===== src/rtl/pats_pkg.sv =====
`timescale 1ns / 1ps
package pats_pkg;
    localparam int MAX_TASKS  = 16;
    localparam int SLOT_W     = $clog2(MAX_TASKS);
    localparam int TIME_BITS  = 32;
    localparam int PRIO_W     = 6;
    localparam int QUANT_W    = 8;
    localparam int STAT_W     = 32;
    localparam int IN_W       = 16;
    localparam int OUT_W      = 120;
    localparam logic signed [PRIO_W-1:0] PRIO_MAX = PRIO_W'(20);
    localparam logic signed [PRIO_W-1:0] PRIO_MIN = -PRIO_W'(20);
    localparam logic [QUANT_W-1:0] QUANT_RESET = QUANT_W'(20);

    localparam logic [2:0] OP_TICK   = 3'd0;
    localparam logic [2:0] OP_CREATE = 3'd1;
    localparam logic [2:0] OP_EXIT   = 3'd2;
    localparam logic [2:0] OP_SET    = 3'd3;
    localparam logic [2:0] OP_GET    = 3'd4;

    localparam logic [1:0] ST_OK      = 2'd0;
    localparam logic [1:0] ST_FULL    = 2'd1;
    localparam logic [1:0] ST_BADSLOT = 2'd2;

    typedef struct packed {
        logic accept;
        logic exec;
        logic scan;
        logic sel;
        logic age;
        logic out_load;
    } t_cmd;

    typedef struct packed {
        logic need_scan;
        logic found;
        logic idx_last;
    } t_sts;
endpackage


===== src/rtl/pats_ctrl.sv =====
`timescale 1ns / 1ps
module pats_ctrl import pats_pkg::*; (
    input  logic i_clk,
    input  logic i_rst_n,
    input  logic i_s_tvalid,
    output logic o_s_tready,
    output logic o_m_tvalid,
    input  logic i_m_tready,
    input  t_sts i_sts,
    output t_cmd o_cmd
);
    typedef enum logic [2:0] {S_IDLE, S_EXEC, S_SCAN, S_SEL, S_AGE, S_FIN} t_state;
    t_state r_state, n_state;
    logic   r_valid, n_valid;

    always_comb begin
        n_state = r_state;
        n_valid = r_valid;
        o_cmd   = '0;
        if (r_valid && i_m_tready) begin
            n_valid = 1'b0;
        end
        case (r_state)
            S_IDLE: begin
                if (i_s_tvalid) begin
                    o_cmd.accept = 1'b1;
                    n_state = S_EXEC;
                end
            end
            S_EXEC: begin
                o_cmd.exec = 1'b1;
                n_state = i_sts.need_scan ? S_SCAN : S_FIN;
            end
            S_SCAN: begin
                o_cmd.scan = 1'b1;
                if (i_sts.idx_last) begin
                    n_state = S_SEL;
                end
            end
            S_SEL: begin
                o_cmd.sel = 1'b1;
                n_state = i_sts.found ? S_AGE : S_FIN;
            end
            S_AGE: begin
                o_cmd.age = 1'b1;
                if (i_sts.idx_last) begin
                    n_state = S_FIN;
                end
            end
            S_FIN: begin
                if (!r_valid || i_m_tready) begin
                    o_cmd.out_load = 1'b1;
                    n_valid = 1'b1;
                    n_state = S_IDLE;
                end
            end
            default: n_state = S_IDLE;
        endcase
    end

    always_ff @(posedge i_clk) begin
        if (!i_rst_n) begin
            r_state <= S_IDLE;
            r_valid <= 1'b0;
        end else begin
            r_state <= n_state;
            r_valid <= n_valid;
        end
    end

    assign o_s_tready = (r_state == S_IDLE);
    assign o_m_tvalid = r_valid;
endmodule


===== src/rtl/pats_dp.sv =====
`timescale 1ns / 1ps
module pats_dp import pats_pkg::*; (
    input  logic             i_clk,
    input  logic             i_rst_n,
    input  logic             i_cfg_we,
    input  logic [7:0]       i_cfg_wdata,
    input  logic [IN_W-1:0]  i_in_data,
    input  t_cmd             i_cmd,
    output t_sts             o_sts,
    output logic [OUT_W-1:0] o_out_data
);
    logic [QUANT_W-1:0]       r_quant;
    logic [MAX_TASKS-1:0]     r_valid;
    logic signed [PRIO_W-1:0] r_stat [MAX_TASKS];
    logic signed [PRIO_W-1:0] r_dyn  [MAX_TASKS];
    logic [QUANT_W-1:0]       r_ql   [MAX_TASKS];
    logic [TIME_BITS-1:0]     r_crt  [MAX_TASKS];
    logic [STAT_W-1:0]        r_cpu  [MAX_TASKS];
    logic [STAT_W-1:0]        r_act  [MAX_TASKS];
    logic [SLOT_W-1:0]        r_cur, r_cnt, r_idx, r_pick, r_tgt;
    logic [TIME_BITS-1:0]     r_sys, r_last;
    logic [2:0]               r_op;
    logic                     r_usecur, r_found;
    logic signed [PRIO_W-1:0] r_req, r_best;
    logic                     r_sw;
    logic [SLOT_W-1:0]        r_new;
    logic [PRIO_W-1:0]        r_prio;
    logic [1:0]               r_status;
    logic [STAT_W-1:0]        r_el, r_run, r_actv;

    logic [SLOT_W-1:0]        w_addr, w_free, w_prev;
    logic                     w_has_free, w_tgt_ok, w_quant_run;
    logic signed [PRIO_W-1:0] w_raw, w_sat;
    logic [TIME_BITS-1:0]     w_sys1;

    assign w_raw = i_in_data[13:8];
    assign w_sat = (w_raw > PRIO_MAX) ? PRIO_MAX : ((w_raw < PRIO_MIN) ? PRIO_MIN : w_raw);
    assign w_sys1 = r_sys + TIME_BITS'(1);
    assign w_tgt_ok = (r_tgt == '0) || r_valid[r_tgt];

    always_comb begin
        w_free = '0;
        w_has_free = 1'b0;
        w_prev = '0;
        for (int j = MAX_TASKS - 1; j >= 1; j--) begin
            if (!r_valid[j]) begin
                w_free = SLOT_W'(j);
                w_has_free = 1'b1;
            end
        end
        for (int j = 1; j < MAX_TASKS; j++) begin
            if (r_valid[j] && SLOT_W'(j) < r_cur) begin
                w_prev = SLOT_W'(j);
            end
        end
    end

    always_comb begin
        w_addr = r_cur;
        if (i_cmd.scan || i_cmd.age) begin
            w_addr = r_idx;
        end else if (i_cmd.sel) begin
            w_addr = r_pick;
        end else if (r_op == OP_CREATE) begin
            w_addr = w_free;
        end else if (r_op == OP_SET || r_op == OP_GET) begin
            w_addr = r_tgt;
        end
    end

    assign w_quant_run = (r_cur != '0) && (r_ql[r_cur] != '0);
    assign o_sts.need_scan = (r_op == OP_TICK) && (r_cnt != '0) && !w_quant_run;
    assign o_sts.found     = r_found;
    assign o_sts.idx_last  = (r_idx == SLOT_W'(MAX_TASKS - 1));

    // slot table, no reset
    always_ff @(posedge i_clk) begin
        if (i_cmd.exec) begin
            case (r_op)
                OP_TICK: begin
                    if (r_cnt != '0) begin
                        if (w_quant_run) begin
                            r_ql[w_addr] <= r_ql[w_addr] - QUANT_W'(1);
                        end else begin
                            r_cpu[w_addr] <= r_cpu[w_addr] + STAT_W'(w_sys1 - r_last);
                        end
                    end
                end
                OP_CREATE: begin
                    if (w_has_free) begin
                        r_stat[w_addr] <= '0;
                        r_dyn[w_addr]  <= '0;
                        r_ql[w_addr]   <= r_quant;
                        r_crt[w_addr]  <= r_sys;
                        r_cpu[w_addr]  <= '0;
                        r_act[w_addr]  <= '0;
                    end
                end
                OP_SET: begin
                    if (w_tgt_ok) begin
                        r_stat[w_addr] <= r_req;
                        if (!r_usecur) begin
                            r_dyn[w_addr] <= r_req;
                        end
                    end
                end
                default: ;
            endcase
        end
        if (i_cmd.sel && r_found) begin
            r_dyn[w_addr] <= r_stat[w_addr];
            r_ql[w_addr]  <= r_quant;
            r_act[w_addr] <= r_act[w_addr] + STAT_W'(1);
        end
        if (i_cmd.age && r_valid[w_addr] && w_addr != r_pick && r_dyn[w_addr] > PRIO_MIN) begin
            r_dyn[w_addr] <= r_dyn[w_addr] - PRIO_W'(1);
        end
    end

    // control state
    always_ff @(posedge i_clk) begin
        if (!i_rst_n) begin
            r_quant <= QUANT_RESET;
            r_valid <= '0;
            r_cur   <= '0;
            r_cnt   <= '0;
            r_sys   <= '0;
            r_last  <= '0;
            r_idx   <= '0;
            r_found <= 1'b0;
        end else begin
            if (i_cfg_we) begin
                r_quant <= i_cfg_wdata;
            end
            if (i_cmd.exec) begin
                r_idx   <= SLOT_W'(1);
                r_found <= 1'b0;
                case (r_op)
                    OP_TICK: begin
                        r_sys <= w_sys1;
                        if (r_cnt == '0) begin
                            r_cur <= '0;
                        end
                    end
                    OP_CREATE: begin
                        if (w_has_free) begin
                            r_valid[w_free] <= 1'b1;
                            r_cnt <= r_cnt + SLOT_W'(1);
                        end
                    end
                    OP_EXIT: begin
                        if (r_cur != '0) begin
                            r_valid[r_cur] <= 1'b0;
                            r_cnt <= r_cnt - SLOT_W'(1);
                            r_cur <= w_prev;
                        end
                    end
                    default: ;
                endcase
            end
            if (i_cmd.scan) begin
                r_idx <= r_idx + SLOT_W'(1);
                if (r_valid[w_addr] && r_dyn[w_addr] < r_best) begin
                    r_found <= 1'b1;
                end
            end
            if (i_cmd.sel) begin
                r_idx <= SLOT_W'(1);
                if (r_found) begin
                    r_cur  <= r_pick;
                    r_last <= r_sys;
                end
            end
            if (i_cmd.age) begin
                r_idx <= r_idx + SLOT_W'(1);
            end
        end
    end

    // item and result registers
    always_ff @(posedge i_clk) begin
        if (i_cmd.accept) begin
            r_op     <= i_in_data[2:0];
            r_tgt    <= i_in_data[7] ? r_cur : i_in_data[6:3];
            r_usecur <= i_in_data[7];
            r_req    <= w_sat;
        end
        if (i_cmd.exec) begin
            r_best   <= PRIO_MAX;
            r_sw     <= 1'b0;
            r_new    <= '0;
            r_prio   <= '0;
            r_status <= ST_OK;
            r_el     <= '0;
            r_run    <= '0;
            r_actv   <= '0;
            case (r_op)
                OP_CREATE: begin
                    if (w_has_free) begin
                        r_new <= w_free;
                    end else begin
                        r_status <= ST_FULL;
                    end
                end
                OP_EXIT: begin
                    if (r_cur == '0) begin
                        r_status <= ST_BADSLOT;
                    end else begin
                        r_el   <= STAT_W'(r_sys - r_crt[w_addr]);
                        r_run  <= r_cpu[w_addr];
                        r_actv <= r_act[w_addr];
                    end
                end
                OP_SET: begin
                    if (!w_tgt_ok) begin
                        r_status <= ST_BADSLOT;
                    end
                end
                OP_GET: begin
                    if (!w_tgt_ok) begin
                        r_status <= ST_BADSLOT;
                    end else begin
                        r_prio <= r_stat[w_addr];
                    end
                end
                default: ;
            endcase
        end
        if (i_cmd.scan && r_valid[w_addr] && r_dyn[w_addr] < r_best) begin
            r_best <= r_dyn[w_addr];
            r_pick <= w_addr;
        end
        if (i_cmd.sel && r_found) begin
            r_sw <= 1'b1;
        end
        if (i_cmd.out_load) begin
            o_out_data <= {3'b000, r_cnt, r_actv, r_run, r_el, r_status, r_prio,
                           r_new, r_sw, r_cur};
        end
    end
endmodule


===== src/rtl/priority_aging_task_scheduler_top.sv =====
`timescale 1ns / 1ps
// Channel   Dir  Fields (low bit first)
// s (in)    in   tdata: operation[2:0] target_task[6:3] use_current[7] priority_req[13:8]
// m (out)   out  tdata: current_task[3:0] switched[4] new_task_slot[8:5] prio_read[14:9]
//                status[16:15] exit_elapsed[48:17] exit_run_time[80:49]
//                exit_activations[112:81] tasks_left[116:113]
// cfg       in   quantum_ticks[7:0], write strobe i_cfg_we
//
// One item at a time: most items pass through the accept, execute and result-load states,
// with the result registered behind them; a tick that reschedules scans all 15 user slots
// for the pick and, only when one qualifies, scans them again for aging.
// Synchronous active-low reset; slot valid bits clear at once, no clearing pass.
// A result held by a stalled sink lets the next item run up to its result stage,
// where it waits and holds off the input.
module priority_aging_task_scheduler_top import pats_pkg::*; (
    input  logic             i_clk,
    input  logic             i_rst_n,
    input  logic             i_s_tvalid,
    output logic             o_s_tready,
    input  logic [IN_W-1:0]  i_s_tdata,   // operation, target_task, use_current, priority_req
    output logic             o_m_tvalid,
    input  logic             i_m_tready,
    output logic [OUT_W-1:0] o_m_tdata,   // current_task .. tasks_left, see table
    input  logic             i_cfg_we,
    input  logic [7:0]       i_cfg_wdata
);
    t_cmd w_cmd;
    t_sts w_sts;

    pats_ctrl u_ctrl (
        .i_clk      (i_clk),
        .i_rst_n    (i_rst_n),
        .i_s_tvalid (i_s_tvalid),
        .o_s_tready (o_s_tready),
        .o_m_tvalid (o_m_tvalid),
        .i_m_tready (i_m_tready),
        .i_sts      (w_sts),
        .o_cmd      (w_cmd)
    );

    pats_dp u_dp (
        .i_clk       (i_clk),
        .i_rst_n     (i_rst_n),
        .i_cfg_we    (i_cfg_we),
        .i_cfg_wdata (i_cfg_wdata),
        .i_in_data   (i_s_tdata),
        .i_cmd       (w_cmd),
        .o_sts       (w_sts),
        .o_out_data  (o_m_tdata)
    );

    a_busy_after_accept: assert property (@(posedge i_clk) disable iff (!i_rst_n)
        (i_s_tvalid && o_s_tready) |=> !o_s_tready)
        else $error("ready after accept");

    a_status_legal: assert property (@(posedge i_clk) disable iff (!i_rst_n)
        o_m_tvalid |-> (o_m_tdata[16:15] != 2'd3))
        else $error("illegal status");

    a_create_ok: assert property (@(posedge i_clk) disable iff (!i_rst_n)
        (o_m_tvalid && o_m_tdata[8:5] != '0) |-> (o_m_tdata[16:15] == ST_OK))
        else $error("new slot with error status");
endmodule

===== config.mk =====
export PLATFORM = sky130hd
export DESIGN_NAME = priority_aging_task_scheduler_top
export DESIGN_NICKNAME = d
export VERILOG_FILES = /design/src/rtl/pats_pkg.sv /design/src/rtl/pats_ctrl.sv /design/src/rtl/pats_dp.sv /design/src/rtl/priority_aging_task_scheduler_top.sv
export SDC_FILE = /design/constraint.sdc
export NUM_CORES = 2
export LEC_CHECK = 0
export BUFFER_PORTS_ARGS = -buffer_cell sky130_fd_sc_hd__buf_2
export CAP_MARGIN = 0
export CORE_MARGIN = 4
export CORE_UTILIZATION = 35
export CTS_CLUSTER_DIAMETER = 40
export DETAILED_ROUTE_END_ITERATION = 6
export GPL_TIMING_DRIVEN = 0
export PLACE_DENSITY = 0.56
export SETUP_SLACK_MARGIN = 0.05
export SYNTH_ARGS = -nofsm -noshare
export SYNTH_HDL_FRONTEND = slang
export SYNTH_HIERARCHICAL = 1
export SYNTH_SLANG_ARGS = --single-unit
export TNS_END_PERCENT = 50

===== constraint.sdc =====
create_clock -name i_clk -period 26.9 [get_ports i_clk]
set_clock_uncertainty 0.2 [all_clocks]
set_input_delay 8.07 -clock i_clk [delete_from_list [all_inputs] [get_ports i_clk]]
set_output_delay 8.07 -clock i_clk [all_outputs]
set_load 0.02 [all_outputs]

; ---- Yosys cells after proc, flatten, opt, wreduce, memory -nomap -nowiden
; Memories as Yosys holds them, arrays and structs flattened. A register that Yosys moved wholly into a read port is not among the register bits.
; Index checks and enable logic that the tools add are counted.
[totals]
mem_bits_ro = 0
memories = 6
output_inout_bits = 122
mem_bits_rw = 1856
inputBits = 29
reg_bits = 355
latchBits = 0
[classes]
shifts = 0
mux = 138
n_reduce_logical = 54
n_div = 0
eq_ne = 17
n_lt_le_gt_ge = 25
mul = 0
add_sub_neg = 10
bitwise_logic = 12
[mem_list]
columns = name, words, word_bits, read_ports, rd_ports_with_merged_regs, wr, line_no
row1 = u_dp.r_act, 16, 32, 1, 0, 1, pats_dp.sv:19  ; logic [STAT_W-1:0] r_act [MAX_TASKS];
row2 = u_dp.r_cpu, 16, 32, 1, 0, 1, pats_dp.sv:18  ; logic [STAT_W-1:0] r_cpu [MAX_TASKS];
row3 = u_dp.r_crt, 16, 32, 1, 0, 1, pats_dp.sv:17  ; logic [TIME_BITS-1:0] r_crt [MAX_TASKS];
row4 = u_dp.r_ql, 16, 8, 2, 1, 1, pats_dp.sv:16  ; logic [QUANT_W-1:0] r_ql [MAX_TASKS];
row5 = u_dp.r_dyn, 16, 6, 1, 0, 1, pats_dp.sv:15  ; logic signed [PRIO_W-1:0] r_dyn [MAX_TASKS];
row6 = u_dp.r_stat, 16, 6, 1, 0, 1, pats_dp.sv:14  ; logic signed [PRIO_W-1:0] r_stat [MAX_TASKS];
[ops]
columns = op, n
row1 = 4-bit two-way mux, 40
row2 = "32-bit by 1-bit adder with 32-bit output, second input constant", 2
row3 = 32-bit two-way mux, 2
row4 = 32-bit subtractor, 2
row5 = 1-bit two-way mux, 63
row6 = 6-bit two-way mux, 7
row7 = 32-bit adder, 1
row8 = "4-bit less-than comparator, first input constant", 8
row9 = 16-bit two-way mux, 2
row10 = 16-bit one-hot mux with 2 select lines, 1
row11 = 1-bit logical AND, 28
row12 = 3-bit two-way mux, 9
row13 = "4-bit by 5-bit less-than comparator with 1-bit output, second input constant", 4
row14 = 3-bit one-hot mux with 6 select lines, 1
row15 = 16-bit bitwise AND, 1
row16 = "3-bit by 4-bit less-than comparator with 1-bit output, first input constant", 4
row17 = 8-bit two-way mux, 2
row18 = 16-bit inverter, 1
row19 = 16-bit bitwise OR, 1
row20 = 4-bit one-hot mux with 2 select lines, 2
row21 = "3-bit by 2-bit == test with 1-bit output, second input constant", 4
row22 = "6-bit > comparator, second input constant", 2
row23 = 4-bit logical NOT, 3
row24 = 4-bit nonzero test, 3
row25 = 29 further kinds, 63

; ---- Logic depth before layout (Yosys ltp)
[logic_depth]
ltp_word = 26
depth_mapped = 38
ltp_nobuf = 29

; ---- Hierarchy
; Netlist, hierarchy kept.
[by_module_without_submodules]
columns = mod, cells_per_inst, seq_area_each_um2, instances, area_each_um2
row1 = pats_dp, 7081, 65252.6, 1, 92623.8
row2 = pats_ctrl, 39, 80.1, 1, 310.3

; ---- Worst setup path before layout
; No wires, ideal clock.
[synth_path]
path_type = input to register
startpoint = input port i_m_tready
endpoint = register u_dp.o_out_data[0], enable pin
setup_time_ps = 608
slack_ps = 12731
stages = 2
n_path_buf = 0
t_arrival_ps = 13361
cell_sequence = nand2b_1 -> nor2b_1
[synth_rtl]
columns = element, line_no
row1 = from (decl), priority_aging_task_scheduler_top.sv:22  ; input logic i_m_tready,
row2 = to (signal assigned), pats_dp.sv:237  ; o_out_data <= {3'b000, r_cnt, r_actv, r_run, r_el, r_status, r_prio,
row3 = to (decl), pats_dp.sv:10  ; output logic [OUT_W-1:0] o_out_data

; ---- Worst setup path after layout
[layout_path]
startpoint = register u_dp.r_cur[0]
endpoint = register u_dp.r_el[30], data pin
[layout_between]
elab_chain_len = 6
[layout_lines]
columns = element, line_no
row1 = from (decl), pats_dp.sv:20  ; logic [SLOT_W-1:0] r_cur, r_cnt, r_idx, r_pick, r_tgt;
row2 = from (signal assigned), pats_dp.sv:155  ; r_cur <= w_prev;
row3 = from (signal assigned), pats_dp.sv:170  ; r_cur <= r_pick;
row4 = 4-bit two-way mux, pats_dp.sv:66  ; end else if (r_op == OP_SET || r_op == OP_GET) begin
row5 = 4-bit two-way mux, pats_dp.sv:64  ; end else if (r_op == OP_CREATE) begin
row6 = 4-bit two-way mux, pats_dp.sv:62  ; end else if (i_cmd.sel) begin
row7 = 4-bit two-way mux, pats_dp.sv:60  ; if (i_cmd.scan || i_cmd.age) begin
row8 = named net u_dp.w_addr[0], pats_dp.sv:31  ; logic [SLOT_W-1:0] w_addr, w_free, w_prev;
row9 = memory read 16 x 32 bit, --
row10 = 32-bit subtractor, pats_dp.sv:209  ; r_el <= STAT_W'(r_sys - r_crt[w_addr]);
row11 = to (signal assigned), pats_dp.sv:209
row12 = to (decl), pats_dp.sv:29  ; logic [STAT_W-1:0] r_el, r_run, r_actv;
; The timed path passes the listed nets, and every way through them passes these cells.
; A chain may end at the register's enable or synchronous reset.

==> run summary <==
Chip Width: 523.3 µm
Post-synth EDFFs: 2,105
Synth Flop Type: edfxtp_1
nature of the critical path startpoint: register
CP Capture Type: register
initial antenna violation count: 17
synthesized cell area: 0.09293 mm²
fmax: 76.48 MHz
final core utilization: 42.64%
area grow syn2layout: 20.77%
VDD IR max: 0.1507 mV
Core Region: 0.2632 mm²
critical path type: register to register
post-cts gate resize count: 0
Via density: 5.587
first-pass GRT wire length: 441,900 µm
post-route clock period utilization: 48.61%
hold buffer count at cts: 0
Final TNS setup: 0 ns
largest net degree at the start of global routing: 36
clock power share: 34.0%
worst slack, placed: 13.89 ns
H-tree lvl count: 5
CTS tree: yes
final worst setup slack: 13.83 ns
Routed WL: 312,300 µm
Die Span Y: 523.3 µm
routability cong.: 0.8958
unrepaired setup endpoints after global routing: false
root buffer cell: clkbuf_16
Slew Limit Fails: 11
R2R cell count: 33
share of cells above drive strength 1: 15.05%
CP required: 27.36 ns
most frequent cells in the layout: 2,105 x edfxtp_1, 1,699 x nand2_1, 436 x nand3_1, 352 x clkbuf_16, 312 x nor2_1
post-route ant nets: 0
Yosys Warn Count: 6
Leak Pwr: 39.42 nW
Post-CTS Setup Bufs: 0
Starting DRT DRC Count: 8,116
commonest non-fill, non-tap cell in the layout: edfxtp_1
min cycle time layout: 13.07 ns
Avg Inst Size Synth: 13.05 µm²
Post-layout nets: 7,920
fraction of registers with async set/reset: 0%
total congestion overflow: 0
Routed WL per cell: 26.99 µm
CP peak stage delay: 1.19 ns
Pint: 0.008437 W
Syn Inst Count: 7,120
Final Hold Violating Endpoints: 0
post-layout instance area: 0.1122 mm²
hold crit path type: register to register
drt drc: 0
Total GRT Usage: 22.19%
FF+latch count, synth: 2,211
sequential fraction of design power: 35.8%
PortBufs: 144
vias in the first global route: 61,207
Initial Utilization: 35.31%
total power: 0.01307 W
Sink Count: 2,211
Clock Latency Late Sink: 0.94 ns
vias: 64,644
CTS max path bufs: 4
critical path's slowest cell: a2111oi_0
WHS Path Cells: 0
Top Ports: 151
# Max-Cap Violations: 1
CP Max Fanout: 10
relative slew slack: -1.549%
# fillers: 23,958
TritonRoute pass-1 iters: 6
Cell Area, Placed: 0.1006 mm²
sequential area share after synthesis: 70.30%
Power Density: 116.5 mW/mm²
Site Rows: 188
Final Setup Violations: 0
status: finished, violations left
switching pwr: 0.004634 W
Worst-Margin Slew: 1.523 ns
Gate power share: 30.2%
die area: 0.2738 mm²
CP arrival: 13.53 ns
Yosys cell types: 92
Clock transition at path regs: 0.05 ns
DPL Wire Length: 221,500 µm
CTS Buf Count: 347
crit-path most repeated cell: buf_2
sw frac: 35.45%
failing checks: max-capacitance violations, max-slew violations
-- per-stage QoR --
step                      hold slack (ns)  cells
final                              0.1920  11571
after global routing               0.2005  11563
after CTS                          0.1901  11561
after detailed placement           0.2045  10946
after global placement             0.2045  10781
after floorplan                    0.2003   7122
-- layout make-up --
cell class                 count  area, µm²  area share [%]
multi-input combinational   4376      25660           22.86
inverter                      93      351.6          0.3133
buffer                       442       1991           1.774
sequential                  2211      65330           58.21
antenna                        9      22.52         0.02007
clock buffer                 385       8962           7.985
tap                         3515       4398           3.919
clock inverter               230       2601           2.318
timing repair buffer         310       2914           2.596
-- synth_stat cells, types with 24 or more instances --
master,instances,area (µm²)
a21o_1,63,473.0
a21oi_1,172,860.8
a311oi_1,246,2155
a31oi_1,108,675.7
and2_1,70,437.9
and3_1,205,1282
buf_1,53,198.9
buf_2,118,590.6
clkbuf_1,243,912.1
dfxtp_1,106,2122
edfxtp_1,2105,63210
fa_1,33,660.6
ha_1,77,963.4
inv_1,87,326.6
mux2_2,28,315.3
mux2i_1,223,2232
mux4_2,28,630.6
nand2_1,1699,6377
nand3_1,436,2182
nand4_1,28,175.2
nor2_1,329,1235
nor3_1,85,425.4
nor4_1,37,231.5
o21ai_0,88,440.4
or2_2,24,150.1
xnor2_1,72,630.6
xor2_1,67,586.8
-- worst max-delay path: cells and delay by family (launching register included) --
family	cells	cell delay [ns]
xor+xnor	1	0.18
fa+ha+maj	2	0.80
flops	1	0.53
simple gates	5	0.69
compound gates	14	4.92
buf+inv	11	5.43
-- per-layer routing --
| metal | GRT usage, % | up-vias | part of all wire [%] | wire length, µm |
|---|---|---|---|---|
| met5 | 0 | - | 0.0083 | 26 |
| li1 | - | 27807 | - | - |
| met4 | 9.719 | 4 | 4.8 | 14840 |
| met2 | 34.67 | 3594 | 45 | 141400 |
| met1 | 30.27 | 32560 | 40 | 125900 |
| met3 | 4.142 | 679 | 9.6 | 30120 |
-- state kept, by name, indices dropped and copies added, names as in the netlist, 96 cells and up --
| signal | count |
|---|---|
| u_dp/r_crt | 512 |
| u_dp/r_act | 512 |
| u_dp/r_dyn | 96 |
| u_dp/o_out_data | 117 |
| u_dp/r_cpu | 512 |
| u_dp/r_stat | 96 |
| u_dp/r_ql | 128 |
-- cell families (layout without fill, tap and decap cells) --
family | Yosys count | count (layout) | share of synthesized area, %
adders and majority gates | 110 | 110 | 1.748
xor gates and xnor gates | 139 | 139 | 1.310
DFF | 2211 | 2211 | 70.30
buffers and inverters | 535 | 1460 | 2.512
AOI/OAI and AO/OA | 845 | 845 | 6.496
muxes | 279 | 279 | 3.420
and+or+nand+nor | 3000 | 3000 | 14.21
other | 1 | 12 | 0.004035
-- power groups by stage --
stage	Clock (W)	Combinational, W	Sequential (W)
after detailed placement	0	0.00387	0.00475
final	0.00445	0.00395	0.00468
after floorplan	0	0.00224	0.00475
after global placement	0	0.00375	0.00477
after CTS	0.00451	0.00389	0.00468
after global routing	0.00468	0.00421	0.00469
-- path summary, 6_finish.rpt --
check                                from                             to  slack [ns]
min reg2reg  u_dp/r_run[20]$_SDFFCE_PP0P_  u_dp/o_out_data[69]$_DFFE_PP_        0.19
max              u_dp/r_cur[0]$_SDFF_PN0_    u_dp/r_el[30]$_SDFFCE_PP0P_       13.83
min          u_dp/r_run[20]$_SDFFCE_PP0P_  u_dp/o_out_data[69]$_DFFE_PP_        0.19
max reg2reg      u_dp/r_cur[0]$_SDFF_PN0_    u_dp/r_el[30]$_SDFFCE_PP0P_       13.83
Power figures use the tool's default switching activity.
